[src/rtl/msst_pkg.sv]
// ----------------------------------------------------------------------------
// msst_pkg
// Shared types and codes for the multiset store.
// ----------------------------------------------------------------------------
package msst_pkg;

  localparam int CAPACITY_DEF    = 16;
  localparam int VALUE_WIDTH_DEF = 32;

  localparam int KIND_W   = 2;
  localparam int CNT_OUT_W = 5;
  localparam int STATUS_W = 2;

  typedef enum logic [KIND_W-1:0] {
    KIND_ADD    = 2'd0,
    KIND_REMOVE = 2'd1,
    KIND_QUERY  = 2'd2,
    KIND_RSVD   = 2'd3
  } kind_t;

  typedef enum logic [STATUS_W-1:0] {
    STATUS_OK     = 2'd0,
    STATUS_FULL   = 2'd1,
    STATUS_ABSENT = 2'd2,
    STATUS_RSVD   = 2'd3
  } status_t;

  typedef enum logic [0:0] {
    ST_IDLE = 1'b0,
    ST_SCAN = 1'b1
  } state_t;

  typedef struct packed {
    logic re;
    logic we;
  } mem_ctl_t;

endpackage

[src/rtl/msst_mem.sv]
// ----------------------------------------------------------------------------
// msst_mem
// Entry storage: one write port, one read port, registered read data.
// ----------------------------------------------------------------------------
module msst_mem
  import msst_pkg::*;
#(
  parameter int DEPTH = CAPACITY_DEF,
  parameter int WIDTH = VALUE_WIDTH_DEF,
  parameter int AW    = (DEPTH > 1) ? $clog2(DEPTH) : 1
) (
  input  logic             clk,
  input  mem_ctl_t         ctl,
  input  logic [AW-1:0]    waddr,
  input  logic [WIDTH-1:0] wdata,
  input  logic [AW-1:0]    raddr,
  output logic [WIDTH-1:0] rdata
);

  logic [WIDTH-1:0] mem [DEPTH];

  always_ff @(posedge clk) begin
    if (ctl.we) begin
      mem[waddr] <= wdata;
    end
  end

  always_ff @(posedge clk) begin
    if (ctl.re) begin
      rdata <= mem[raddr];
    end
  end

endmodule

[src/rtl/msst_ctrl.sv]
// ----------------------------------------------------------------------------
// msst_ctrl
// Scan sequencer: walks the stored entries, counts matches, compacts on
// remove, appends on add, and issues the result word.
// ----------------------------------------------------------------------------
module msst_ctrl
  import msst_pkg::*;
#(
  parameter int CAPACITY    = CAPACITY_DEF,
  parameter int VALUE_WIDTH = VALUE_WIDTH_DEF,
  parameter int AW          = (CAPACITY > 1) ? $clog2(CAPACITY) : 1,
  parameter int CW          = $clog2(CAPACITY + 1)
) (
  input  logic                   clk,
  input  logic                   rst_n,
  input  logic                   start,
  output logic                   busy,
  input  logic [KIND_W-1:0]      in_kind,
  input  logic [VALUE_WIDTH-1:0] in_value,
  output logic                   out_strobe,
  output logic [CNT_OUT_W-1:0]   out_count,
  output logic                   out_present,
  output logic [STATUS_W-1:0]    out_status,
  output logic [CNT_OUT_W-1:0]   out_fill,
  output mem_ctl_t               mem_ctl,
  output logic [AW-1:0]          mem_waddr,
  output logic [VALUE_WIDTH-1:0] mem_wdata,
  output logic [AW-1:0]          mem_raddr,
  input  logic [VALUE_WIDTH-1:0] mem_rdata
);

  localparam logic [CW-1:0] ONE  = CW'(1);
  localparam logic [CW-1:0] FULL = CW'(CAPACITY);

  state_t                 state_r, state_nxt;
  logic [CW-1:0]          fill_r, fill_nxt;
  logic [CW-1:0]          rd_r, rd_nxt;
  logic [CW-1:0]          wr_r, wr_nxt;
  logic [CW-1:0]          cnt_r, cnt_nxt;
  logic                   pend_r, pend_nxt;
  kind_t                  kind_r, kind_nxt;
  logic [VALUE_WIDTH-1:0] val_r, val_nxt;
  logic                   strobe_r, strobe_nxt;
  logic [CNT_OUT_W-1:0]   count_r, count_nxt;
  logic                   present_r, present_nxt;
  status_t                status_r, status_nxt;
  logic [CNT_OUT_W-1:0]   ofill_r, ofill_nxt;
  logic                   rd_go;
  logic [CW+CNT_OUT_W-1:0] cnt_ext, fill_ext;

  always_ff @(posedge clk) begin
    if (!rst_n) begin
      state_r  <= ST_IDLE;
      fill_r   <= '0;
      pend_r   <= 1'b0;
      strobe_r <= 1'b0;
    end else begin
      state_r  <= state_nxt;
      fill_r   <= fill_nxt;
      pend_r   <= pend_nxt;
      strobe_r <= strobe_nxt;
    end
  end

  always_ff @(posedge clk) begin
    rd_r      <= rd_nxt;
    wr_r      <= wr_nxt;
    cnt_r     <= cnt_nxt;
    kind_r    <= kind_nxt;
    val_r     <= val_nxt;
    count_r   <= count_nxt;
    present_r <= present_nxt;
    status_r  <= status_nxt;
    ofill_r   <= ofill_nxt;
  end

  always_comb begin
    state_nxt   = state_r;
    fill_nxt    = fill_r;
    rd_nxt      = rd_r;
    wr_nxt      = wr_r;
    cnt_nxt     = cnt_r;
    pend_nxt    = 1'b0;
    kind_nxt    = kind_r;
    val_nxt     = val_r;
    strobe_nxt  = 1'b0;
    count_nxt   = count_r;
    present_nxt = present_r;
    status_nxt  = status_r;
    ofill_nxt   = ofill_r;
    mem_ctl     = '0;
    mem_waddr   = wr_r[AW-1:0];
    mem_wdata   = mem_rdata;
    mem_raddr   = rd_r[AW-1:0];
    rd_go       = 1'b0;
    cnt_ext     = '0;
    fill_ext    = '0;

    unique case (state_r)
      ST_IDLE: begin
        if (start) begin
          kind_nxt  = kind_t'(in_kind);
          val_nxt   = in_value;
          rd_nxt    = '0;
          wr_nxt    = '0;
          cnt_nxt   = '0;
          state_nxt = ST_SCAN;
        end
      end
      ST_SCAN: begin
        rd_go = (rd_r < fill_r);
        if (rd_go) begin
          mem_ctl.re = 1'b1;
          rd_nxt     = rd_r + ONE;
        end
        pend_nxt = rd_go;
        if (pend_r) begin
          if (mem_rdata == val_r) begin
            cnt_nxt = cnt_r + ONE;
          end else begin
            // survivors move down over removed copies
            if (kind_r == KIND_REMOVE) begin
              mem_ctl.we = 1'b1;
            end
            wr_nxt = wr_r + ONE;
          end
        end
        if (!rd_go && !pend_r) begin
          status_nxt = STATUS_OK;
          unique case (kind_r)
            KIND_ADD: begin
              if (fill_r == FULL) begin
                status_nxt = STATUS_FULL;
              end else begin
                mem_ctl.we = 1'b1;
                mem_waddr  = fill_r[AW-1:0];
                mem_wdata  = val_r;
                fill_nxt   = fill_r + ONE;
              end
            end
            KIND_REMOVE: begin
              if (cnt_r == '0) begin
                status_nxt = STATUS_ABSENT;
              end else begin
                fill_nxt = wr_r;
              end
            end
            default: begin
            end
          endcase
          cnt_ext     = {{CNT_OUT_W{1'b0}}, cnt_r};
          fill_ext    = {{CNT_OUT_W{1'b0}}, fill_nxt};
          count_nxt   = cnt_ext[CNT_OUT_W-1:0];
          ofill_nxt   = fill_ext[CNT_OUT_W-1:0];
          present_nxt = (cnt_r != '0);
          strobe_nxt  = 1'b1;
          state_nxt   = ST_IDLE;
        end
      end
      default: begin
        state_nxt = ST_IDLE;
      end
    endcase
  end

  assign busy        = (state_r != ST_IDLE);
  assign out_strobe  = strobe_r;
  assign out_count   = count_r;
  assign out_present = present_r;
  assign out_status  = status_r;
  assign out_fill    = ofill_r;

endmodule

[src/rtl/multiset_store.sv]
// ----------------------------------------------------------------------------
// multiset_store
// Bounded multiset of values held packed in one memory with a fill count.
//
//   channel  ports                                   handshake
//   input    in_kind, in_value                       start & !busy
//   result   out_count, out_present, out_status,     out_strobe, one cycle
//            out_fill
//
// An operation scans the stored entries between accept and result strobe:
// the scan reads one entry a cycle through the memory read port, and the
// final cycle appends or settles the compacted fill.
// Reset clears the fill count, state and strobe, not the entries; entries are read only below the fill count.
// The result strobe is high for one cycle and the result fields hold until the next result; the receiver cannot stall.
// ----------------------------------------------------------------------------
module multiset_store
  import msst_pkg::*;
#(
  parameter int CAPACITY    = CAPACITY_DEF,
  parameter int VALUE_WIDTH = VALUE_WIDTH_DEF
) (
  input  logic                   clk,
  input  logic                   rst_n,
  input  logic                   start,
  output logic                   busy,
  input  logic [KIND_W-1:0]      in_kind,
  input  logic [VALUE_WIDTH-1:0] in_value,
  output logic                   out_strobe,
  output logic [CNT_OUT_W-1:0]   out_count,
  output logic                   out_present,
  output logic [STATUS_W-1:0]    out_status,
  output logic [CNT_OUT_W-1:0]   out_fill
);

  localparam int AW = (CAPACITY > 1) ? $clog2(CAPACITY) : 1;
  localparam int CW = $clog2(CAPACITY + 1);

  mem_ctl_t               mem_ctl;
  logic [AW-1:0]          mem_waddr;
  logic [AW-1:0]          mem_raddr;
  logic [VALUE_WIDTH-1:0] mem_wdata;
  logic [VALUE_WIDTH-1:0] mem_rdata;

  msst_ctrl #(
    .CAPACITY    (CAPACITY),
    .VALUE_WIDTH (VALUE_WIDTH),
    .AW          (AW),
    .CW          (CW)
  ) u_ctrl (
    .clk         (clk),
    .rst_n       (rst_n),
    .start       (start),
    .busy        (busy),
    .in_kind     (in_kind),
    .in_value    (in_value),
    .out_strobe  (out_strobe),
    .out_count   (out_count),
    .out_present (out_present),
    .out_status  (out_status),
    .out_fill    (out_fill),
    .mem_ctl     (mem_ctl),
    .mem_waddr   (mem_waddr),
    .mem_wdata   (mem_wdata),
    .mem_raddr   (mem_raddr),
    .mem_rdata   (mem_rdata)
  );

  msst_mem #(
    .DEPTH (CAPACITY),
    .WIDTH (VALUE_WIDTH),
    .AW    (AW)
  ) u_mem (
    .clk   (clk),
    .ctl   (mem_ctl),
    .waddr (mem_waddr),
    .wdata (mem_wdata),
    .raddr (mem_raddr),
    .rdata (mem_rdata)
  );

endmodule
[config.mk]
export PLATFORM = sky130hd
export DESIGN_NAME = multiset_store
export DESIGN_NICKNAME = d
export VERILOG_FILES = /design/src/rtl/msst_pkg.sv /design/src/rtl/msst_mem.sv /design/src/rtl/msst_ctrl.sv /design/src/rtl/multiset_store.sv
export SDC_FILE = /design/constraint.sdc
export NUM_CORES = 1
export LEC_CHECK = 0
export BUFFER_PORTS_ARGS = -buffer_cell sky130_fd_sc_hd__buf_2
export CAP_MARGIN = 25
export CORE_MARGIN = 5
export CORE_UTILIZATION = 43
export DETAILED_ROUTE_END_ITERATION = 10
export PLACE_DENSITY = 0.65
export SLEW_MARGIN = 20
export SYNTH_ARGS = -nofsm -noshare
export SYNTH_HDL_FRONTEND = slang
export SYNTH_SLANG_ARGS = --single-unit
[constraint.sdc]
create_clock -name clk -period 4.7 [get_ports clk]
set_input_delay 0.47 -clock clk [delete_from_list [all_inputs] [get_ports clk]]
set_output_delay 0.47 -clock clk [all_outputs]
set_load 0.02 [all_outputs]
Word-level counts from Yosys, hierarchy flattened
Memory sizes are Yosys's and may differ from the RTL's. A register that Yosys moved wholly into a read port is not among the register bits. Index checks and enable logic that the tools add are counted.

Logic and storage cells: 77. Memories: 1. Bits of input ports: 37. Bits in writable memories: 512. Bits in registers: 70. Output and inout port bits: 15.

Memories: u_mem.mem (words 16, bits a word 32, read ports 1, clocked after memory_dff 1, write ports 1, RTL line msst_mem.sv:20) `logic [WIDTH-1:0] mem [DEPTH];`.

Equality and inequality tests: 8. Add/subtract/negate cells: 4. Reduce and logical (&&, ||, !) cells: 12. Multiplexer cells: 37. Bitwise gates (word level): 1. $lt $le $gt $ge: 1.

Operator list (count): 32-bit 2-to-1 mux (4); 5-bit 2-to-1 mux (8); 5-bit case mux with 2 select lines (4); 32-bit equality test (1); 5-bit by 1-bit adder with 5-bit output (second input constant) (4); 4-bit 2-to-1 mux (4); 1-bit 2-to-1 mux (13); 2-bit != test (second input constant) (5); 2-bit AND reduction (4); 3-bit AND reduction (2); 5-bit equality test (second input constant) (1); 5-bit zero test (1); 5-bit < comparator (1); 5-bit nonzero test (1); 2-bit 2-to-1 mux (2); 2-bit case mux with 2 select lines (1); 2-bit by 1-bit equality test with 1-bit output (second input constant) (1); 1-bit zero test (2); 2-bit zero test (1); 1-bit case mux with 2 select lines (1); 1-bit logical AND (1); 1-bit inverter (1).

Depth between registers and ports, before layout
Gate-level depths: netlist (run 1).

Word-level depth: 10. Depth in mapped cells: 10. Depth with buffers taken out: 8.

Cells and area by module
A second synthesis (run 1) with hierarchy kept.

Cells, all modules: 1115. Area, all modules: 23799.1 um2.

By module, submodules not included: msst_mem (cells each 838, area each 20155.6 um2, times used 1, sequential area each 16335.7 um2); msst_ctrl (cells each 277, area each 3643.5 um2, times used 1, sequential area each 2021.9 um2).

Worst setup path after synthesis (run 1)
OpenSTA, ideal clock, no wires.

Path kind: register to register. Start: register u_ctrl.fill_r[2]. End: memory u_mem.mem[4][0] in the netlist's numbering, enable pin. Setup time: 436 ps. Stages on the path, launching flop included: 11. Data arrival time: 3475 ps. Setup slack: 789 ps. Clock period less this slack: 3911 ps. Required time: 4264 ps. Path buffers: 2. Path through: dfxtp_1 > buf_2 > inv_1 > ha_1 > nand2_1 > o21ai_1 > a22oi_2 > inv_2 > buf_2 > nand4_1 > a22oi_1.

Longest elaborated chain between the ends: 7. Elaborated cells between the ends (all ways): 14. Classes of those cells: order compare (1); eq/ne (1); mux (10); reduce/logical (2).

Ends and longest elaborated chain: start: declaration (RTL line msst_ctrl.sv:36) `logic [CW-1:0] fill_r, fill_nxt;`; start signal: assignment (RTL line msst_ctrl.sv:59) `fill_r <= fill_nxt;`; 5-bit < comparator or 5-bit equality test (tied branches) (RTL line msst_ctrl.sv:111, msst_ctrl.sv:132); 1-bit zero test or 1-bit 2-to-1 mux (tied branches) (RTL line msst_ctrl.sv:128, msst_ctrl.sv:132); 1-bit logical AND or 1-bit 2-to-1 mux (tied branches) (RTL line msst_ctrl.sv:128, msst_ctrl.sv:130); 1-bit 2-to-1 mux (RTL line msst_ctrl.sv:128) `if (!rd_go && !pend_r) begin`; 2-bit 2-to-1 mux (RTL line msst_ctrl.sv:99) `unique case (state_r)`; 1-bit 2-to-1 mux (RTL line msst_mem.sv:23) `if (ctl.we) begin`; 1-bit 2-to-1 mux (implied by the code) (RTL line msst_mem.sv:24) `mem[waddr] <= wdata;`; end: declaration (RTL line msst_mem.sv:20).

Parallel ways exist; a longest one is shown, timed or not.

Worst setup path in the final report (run 1)
Start: register u_ctrl.fill_r[2]. End: memory u_mem.mem[12][20] in the netlist's numbering, enable pin.

Same word-level chain as after synthesis.

==> results.toml, run 1 <==
[outcome]
status = "completed"

[setup_path]
start_kind = "flop"
critPathKind = "flop to flop"
cp-end-kind = "flop"
arrival_ns = 3.95
crit_required_ns = 4.98
critPathMaxFanout = 19

[global_route]
grt_pass1_wl_um = 75800
grt_overflow = 0
grt_max_degree = 131
grt.total_usage_pct = 16.9
antenna_found_initial = 1
grt_pass1_vias = 11400

[drt]
route.vias.total = 11000
wl_per_cell_um = 25.7
dr.pass1.iters = 5
via_per_inst = 5.60
ant_nets = 0
drt-initial-drc-count = 979
drc_errors = 0
wl_um = 50500

[die]
initial_core_util_pct = 43.5
ioPinCount = 52
fp.coreArea_mm2 = 0.0552
rows = 86
die_w_um = 246
dieArea_mm2 = 0.0607
die_h_um = 246

[synthesis]
netlist_area_mm2 = 0.0240
yosysSeqAreaShare_pct = 76.4
synth_edf_count = 606
yosysTopAreaCellShare_pct = 75.8
ys.flop_type = "edfxtp_1"
avgSynthCellArea_um2 = 22.6
synthTopCellsByCount = "606 x edfxtp_1, 160 x mux4_2, 35 x xor2_1, 29 x mux2_1, 22 x clkbuf_1"
yosys.area.top_type = "edfxtp_1"
yosys.cell_count.top_type = "edfxtp_1"
synth_fp_nets = 1111
synth-seq-cells = 614
yosysWarnings = 0
synth_cells = 1064
synthTopCellsByArea = "edfxtp_1 76%, mux4_2 15%, mux2_1 1.4%"
synth-async-reset-ratio_pct = 0
yosysUniqueCellTypes = 49

[final_layout]
final_core_util_pct = 49.7
drive_gt1_share_pct = 29.3
antenna_cells = 0
fillCellCount = 4346
nets = 1214
area_growth_pct = 14.2

[pwr]
p_leak_nw = 8.62
power.density_mw_per_mm2 = 564
ir_drop_mv = 0.397

[clock_tree]
post_cts_resized = 0
cts_tree = "done"
clk_pin_slew_worst_paths_ns = 0.06
clkLatencyLatePin_ns = 0.62
ctsHtreeMaxLevel = 2
postCtsHoldBufs = 11
clock-sinks = 614
clk_path_buf_depth = 3
numCtsBuffers = 61
post_cts_buffers = 0
root_buffer = "clkbuf_16"

[timing]
period_minus_slack_ns = 3.68
final-hold-violation-count = 0
fin_skew_ns = 0.0166
relSlewSlack_pct = 28.6
maxSlewViolCount = 0
finalSetupViolCount = 0
max_slew.worst_pin.slew_ns = 1.07
fin_tns_setup_ns = 0
period_share_pct = 78.3
rsz0062_at_grt = "false"
fmax_mhz = 272

[min_path]
hp-class = "input pin to flop"

[job]
drv_cap = 0

[placed_design]
numPortBuffers = 51
hpwl_um = 27500
gp_congestion = 0.802
[layout by cell type (no fill, tap or decap), types with 11 or more instances in the layout]
cell and count:
clkinv_2 13, mux4_2 160, mux2_1 29, nor2_1 15
edfxtp_1 606, clkbuf_16 61, dlygate4sd3_1 11, and2_1 13
xor2_1 35, nand2_1 13, inv_1 11, buf_2 51
a22oi_2 17, buf_4 23
[per-layer routing]
metal | up-vias | routed length (um) | global-route usage [%] | share of wire, %
li1 | 4680 | - | - | -
met1 | 5900 | 22600 | 24.7 | 45
met2 | 322 | 24100 | 26.7 | 48
met3 | 73 | 2660 | 2.83 | 5.3
met4 | 0 | 1100 | 4.45 | 2.2
met5 | - | 0 | 0 | 0
[worst max-delay path, stage by stage, from the launching register on]
cell and delay, ns:
dfxtp_1 0.47, inv_1 0.16, ha_1 0.33, nand2_1 0.05
o21ai_1 0.19, a22oi_2 0.09, buf_4 0.21, inv_2 0.12
nand4_1 0.29, a22oi_2 0.93, buf_4 0.48
[stage by stage]
stage | hold slack, ns | cell area (um^2) | cells | setup WS [ns] | total power [mW]
5_1_grt | 0.00610 | 27400 | 1961 | 0.784 | 16.2
3_3_place_gp | 0.514 | 25200 | 1836 | 0.956 | 10.6
3_5_place_dp | 0.536 | 25300 | 1839 | 0.907 | 10.7
2_1_floorplan | 0.478 | 24000 | 1064 | 0.789 | 9.73
6_report | 0.0368 | 27400 | 1961 | 1.02 | 15.5
4_1_cts | 0.00134 | 27400 | 1959 | 0.876 | 15.7
[sequential cells by signal (all words and copies together) (netlist names), 2 cells and up]
name               flops
u_ctrl.val_r          32
u_ctrl.cnt_r           5
u_ctrl.kind_r          2
u_mem.rdata           32
u_ctrl.rd_r            5
u_ctrl.wr_r            5
u_ctrl.out_count       5
u_mem.mem            512
u_ctrl.out_fill        5
u_ctrl.fill_r          5
u_ctrl.out_status      2
[path summary, 6_finish.rpt]
kind	from	to	slack [ns]	cells after the start
worst max-delay path	u_ctrl.fill_r[2]	u_mem.mem[12][20]	1.02	10
worst min-delay path	in_value[22]	u_ctrl.val_r[22]	0.04	1
worst max register to register	u_ctrl.fill_r[2]	u_mem.mem[12][20]	1.02	10
worst min register to register	u_ctrl.fill_r[1]	u_ctrl.fill_r[1]	0.55	2
[report_power, final]
| part | switching, mW | internal, mW | leakage, nW |
|---|---|---|---|
| registers | 0.189 | 6.95 | 5.56 |
| clock network | 2.01 | 2.92 | 0.993 |
| logic | 1.96 | 1.45 | 2.07 |
| total | 4.16 | 11.3 | 8.62 |
[layout make-up]
class | instances | area [um^2] | share of cell area [%]
Clock buffer | 70 | 1560 | 5.69
Clock inverter | 39 | 468 | 1.71
Inverter | 14 | 52.6 | 0.192
Multi-Input combinational cell | 384 | 5400 | 19.7
Sequential cell | 614 | 18400 | 66.9
Tap cell | 748 | 936 | 3.41
Timing Repair Buffer | 92 | 652 | 2.38
[kinds of logic (layout without fill, tap and decap cells)]
family / Yosys count / count (layout) / synth area share [%]
buf+inv: 66 / 215 / 1.45
simple gates: 84 / 84 / 1.94
flops: 614 / 614 / 76.4
fa+ha+maj: 10 / 10 / 0.521
mux: 193 / 193 / 16.5
xor+xnor: 41 / 41 / 1.50
compound gates: 56 / 56 / 1.61
(Power assumes the default switching activity.)
==> run 2: changes to the inputs <==
--- a/config.mk
+++ b/config.mk
@@ -10,7 +10,7 @@
 export CORE_MARGIN = 5
 export CORE_UTILIZATION = 43
 export DETAILED_ROUTE_END_ITERATION = 10
-export PLACE_DENSITY = 0.65
+export PLACE_DENSITY = 0.67
 export SLEW_MARGIN = 20
 export SYNTH_ARGS = -nofsm -noshare
 export SYNTH_HDL_FRONTEND = slang
==> constraint.sdc (replaced) <==
create_clock -name clk -period 3.2 [get_ports clk]
set_input_delay 0.32 -clock clk [delete_from_list [all_inputs] [get_ports clk]]
set_output_delay 0.32 -clock clk [all_outputs]
set_load 0.02 [all_outputs]
==> run 2 against run 1 <==
- clock-buffer cell count decreased by 1
- non-clock buffer count increased by 42
- final cell count increased by 2.2%
- critical path depth decreased by 3
- combinational power increased by 50%
- core utilization increased by 0.87 points
- setup slack got worse by 0.85 ns
- power increased by 46%
- clock power increased by 41%
- sequential cell count unchanged
- first-iteration DRC count increased by 30%
- highest routed layer unchanged
==> results.toml, run 2 (synthesis results as in run 1) <==
[outcome]
status = "completed"

[timing]
relSlewSlack_pct = 26.9
period_minus_slack_ns = 3.03
fin_skew_ns = 0.0239
finalSetupViolCount = 0
timing.hold.ws_ns = 0.408
rsz0062_at_grt = "false"
final-hold-violation-count = 0
max_slew.worst_pin.slew_ns = 1.10
fmax_mhz = 330
fin_ws_ns = 0.168
maxSlewViolCount = 0
period_share_pct = 94.7

[pwr]
ir_drop_mv = 0.528
p_int_mw = 16.4
p_seq_share_pct = 46.5
swShare_pct = 27.1
switchingPower_mw = 6.12
power.density_mw_per_mm2 = 808
power_mw = 22.5
p_leak_nw = 8.80
clockPowerShare_pct = 30.7
power.share.combinational_pct = 22.7

[final_layout]
nets = 1255
drive_gt1_share_pct = 29.3
area_growth_pct = 16.2
largest_register_ffs = 512
final_common_cell = "edfxtp_1"
final_cell_mix = "606 x edfxtp_1, 160 x mux4_2, 60 x clkbuf_16"
antenna_cells = 0
top_regs = "u_mem.mem x512, u_ctrl.val_r x32, u_mem.rdata x32"
largest-register = "u_mem.mem"

[die]
ioPinCount = 52
fp.coreArea_mm2 = 0.0552
dieArea_mm2 = 0.0607
die_w_um = 246
rows = 86
initial_core_util_pct = 43.5
die_h_um = 246

[placed_design]
place_ws_ns = 0.250
hpwl_um = 28100
gp_congestion = 0.828
numPortBuffers = 51

[drt]
dr.pass1.iters = 5
wl_um = 51400
ant_nets = 0
wl_per_cell_um = 25.6
via_per_inst = 5.69
drt-initial-drc-count = 1271
drc_errors = 0
route.vias.total = 11400

[setup_path]
critPathMaxFanout = 32
slowest_delay_ns = 0.49
crit_required_ns = 3.48
crit_path_top_delay_cell = "dfxtp_1"
crit_chain = "inv_1 > ha_1 > and3_1 > a22oi_2 > o21ai_0 > a22oi_2 > buf_12"
crit_top_cell = "a22oi_2"
cp-end-kind = "flop"
critPathKind = "flop to flop"
start_kind = "flop"
arrival_ns = 3.31

[clock_tree]
post_cts_resized = 0
clkLatencyLatePin_ns = 0.62
ctsHtreeMaxLevel = 2
numCtsBuffers = 60
clk_path_buf_depth = 3
root_buffer = "clkbuf_16"
clock-sinks = 614
clk_pin_slew_worst_paths_ns = 0.06
postCtsHoldBufs = 36
post_cts_buffers = 0
cts_tree = "done"

[global_route]
antenna_found_initial = 0
grt_pass1_vias = 11600
grt_max_degree = 131
grt.total_usage_pct = 17.1
grt_overflow = 0
grt_pass1_wl_um = 76400

[min_path]
hp-class = "input pin to flop"

[job]
drv_cap = 0
-- run 2: cell count changes in the layout (fill, tap and decap cells not counted) --
cell           before  now
buf_12              4   21
buf_4              23   26
buf_6               3    0
bufinv_16          10    7
clkbuf_16          61   60
clkinv_1           10   17
clkinv_2           13   11
clkinv_4            0    2
clkinv_8            2    1
clkinvlp_4          2    3
dlygate4sd3_1      11   36
inv_6               2    1
-- run 2: layer usage --
metal / GRT usage (%) / share of wire, % / vias up
met5: 0 / 0 / -
met4: 4.61 / 2.2 / 0
met3: 2.91 / 6.4 / 76
met2: 27.4 / 49 / 394
met1: 24.6 / 43 / 6151
li1: - / - / 4793
-- run 2: power groups by stage --
stage | logic [mW] | registers (mW) | clock network, mW
6_report | 5.12 | 10.5 | 6.93
3_3_place_gp | 5.07 | 10.6 | 0
4_1_cts | 5.22 | 10.5 | 7.08
2_1_floorplan | 3.67 | 10.6 | 0
3_5_place_dp | 5.16 | 10.7 | 0
5_1_grt | 5.56 | 10.5 | 7.43
-- run 2: critical path: cells and delay by family (launching register included) --
family | cells | cell delay [ns]
compound gates | 3 | 1.24
simple gates | 1 | 0.18
buf+inv | 2 | 0.45
fa+ha+maj | 1 | 0.32
flops | 1 | 0.49
-- run 2: worst paths after layout --
kind	cells past startpoint	to	slack (ns)	start
worst max register to register	7	u_mem.mem[0][26]	0.17	u_ctrl.fill_r[3]
worst min register to register	0	u_ctrl.out_count[4]	0.53	u_ctrl.cnt_r[4]
worst min-delay path	2	u_ctrl.val_r[15]	0.41	in_value[15]
worst max-delay path	7	u_mem.mem[0][26]	0.17	u_ctrl.fill_r[3]
-- run 2: per-stage QoR --
stage	instance area [um^2]	std cells	TNS (ns)	util (%)
final	27900	2005	0	50.6
after global routing	27900	2005	0	50.6
after floorplan	24100	1064	-147.87	-
after detailed placement	25600	1858	0	46.4
after CTS	27900	2005	0	50.6
after global placement	25600	1858	0	46.4
-- run 2: final cells by class --
class                           instances  area [um^2]
Clock inverter                         42          394
Multi-Input combinational cell        384         5400
Fill cell                            4314        27300
Tap cell                              748          936
Clock buffer                           69         1540
Inverter                               14         52.6
Sequential cell                       614        18400
Timing Repair Buffer                  134         1230
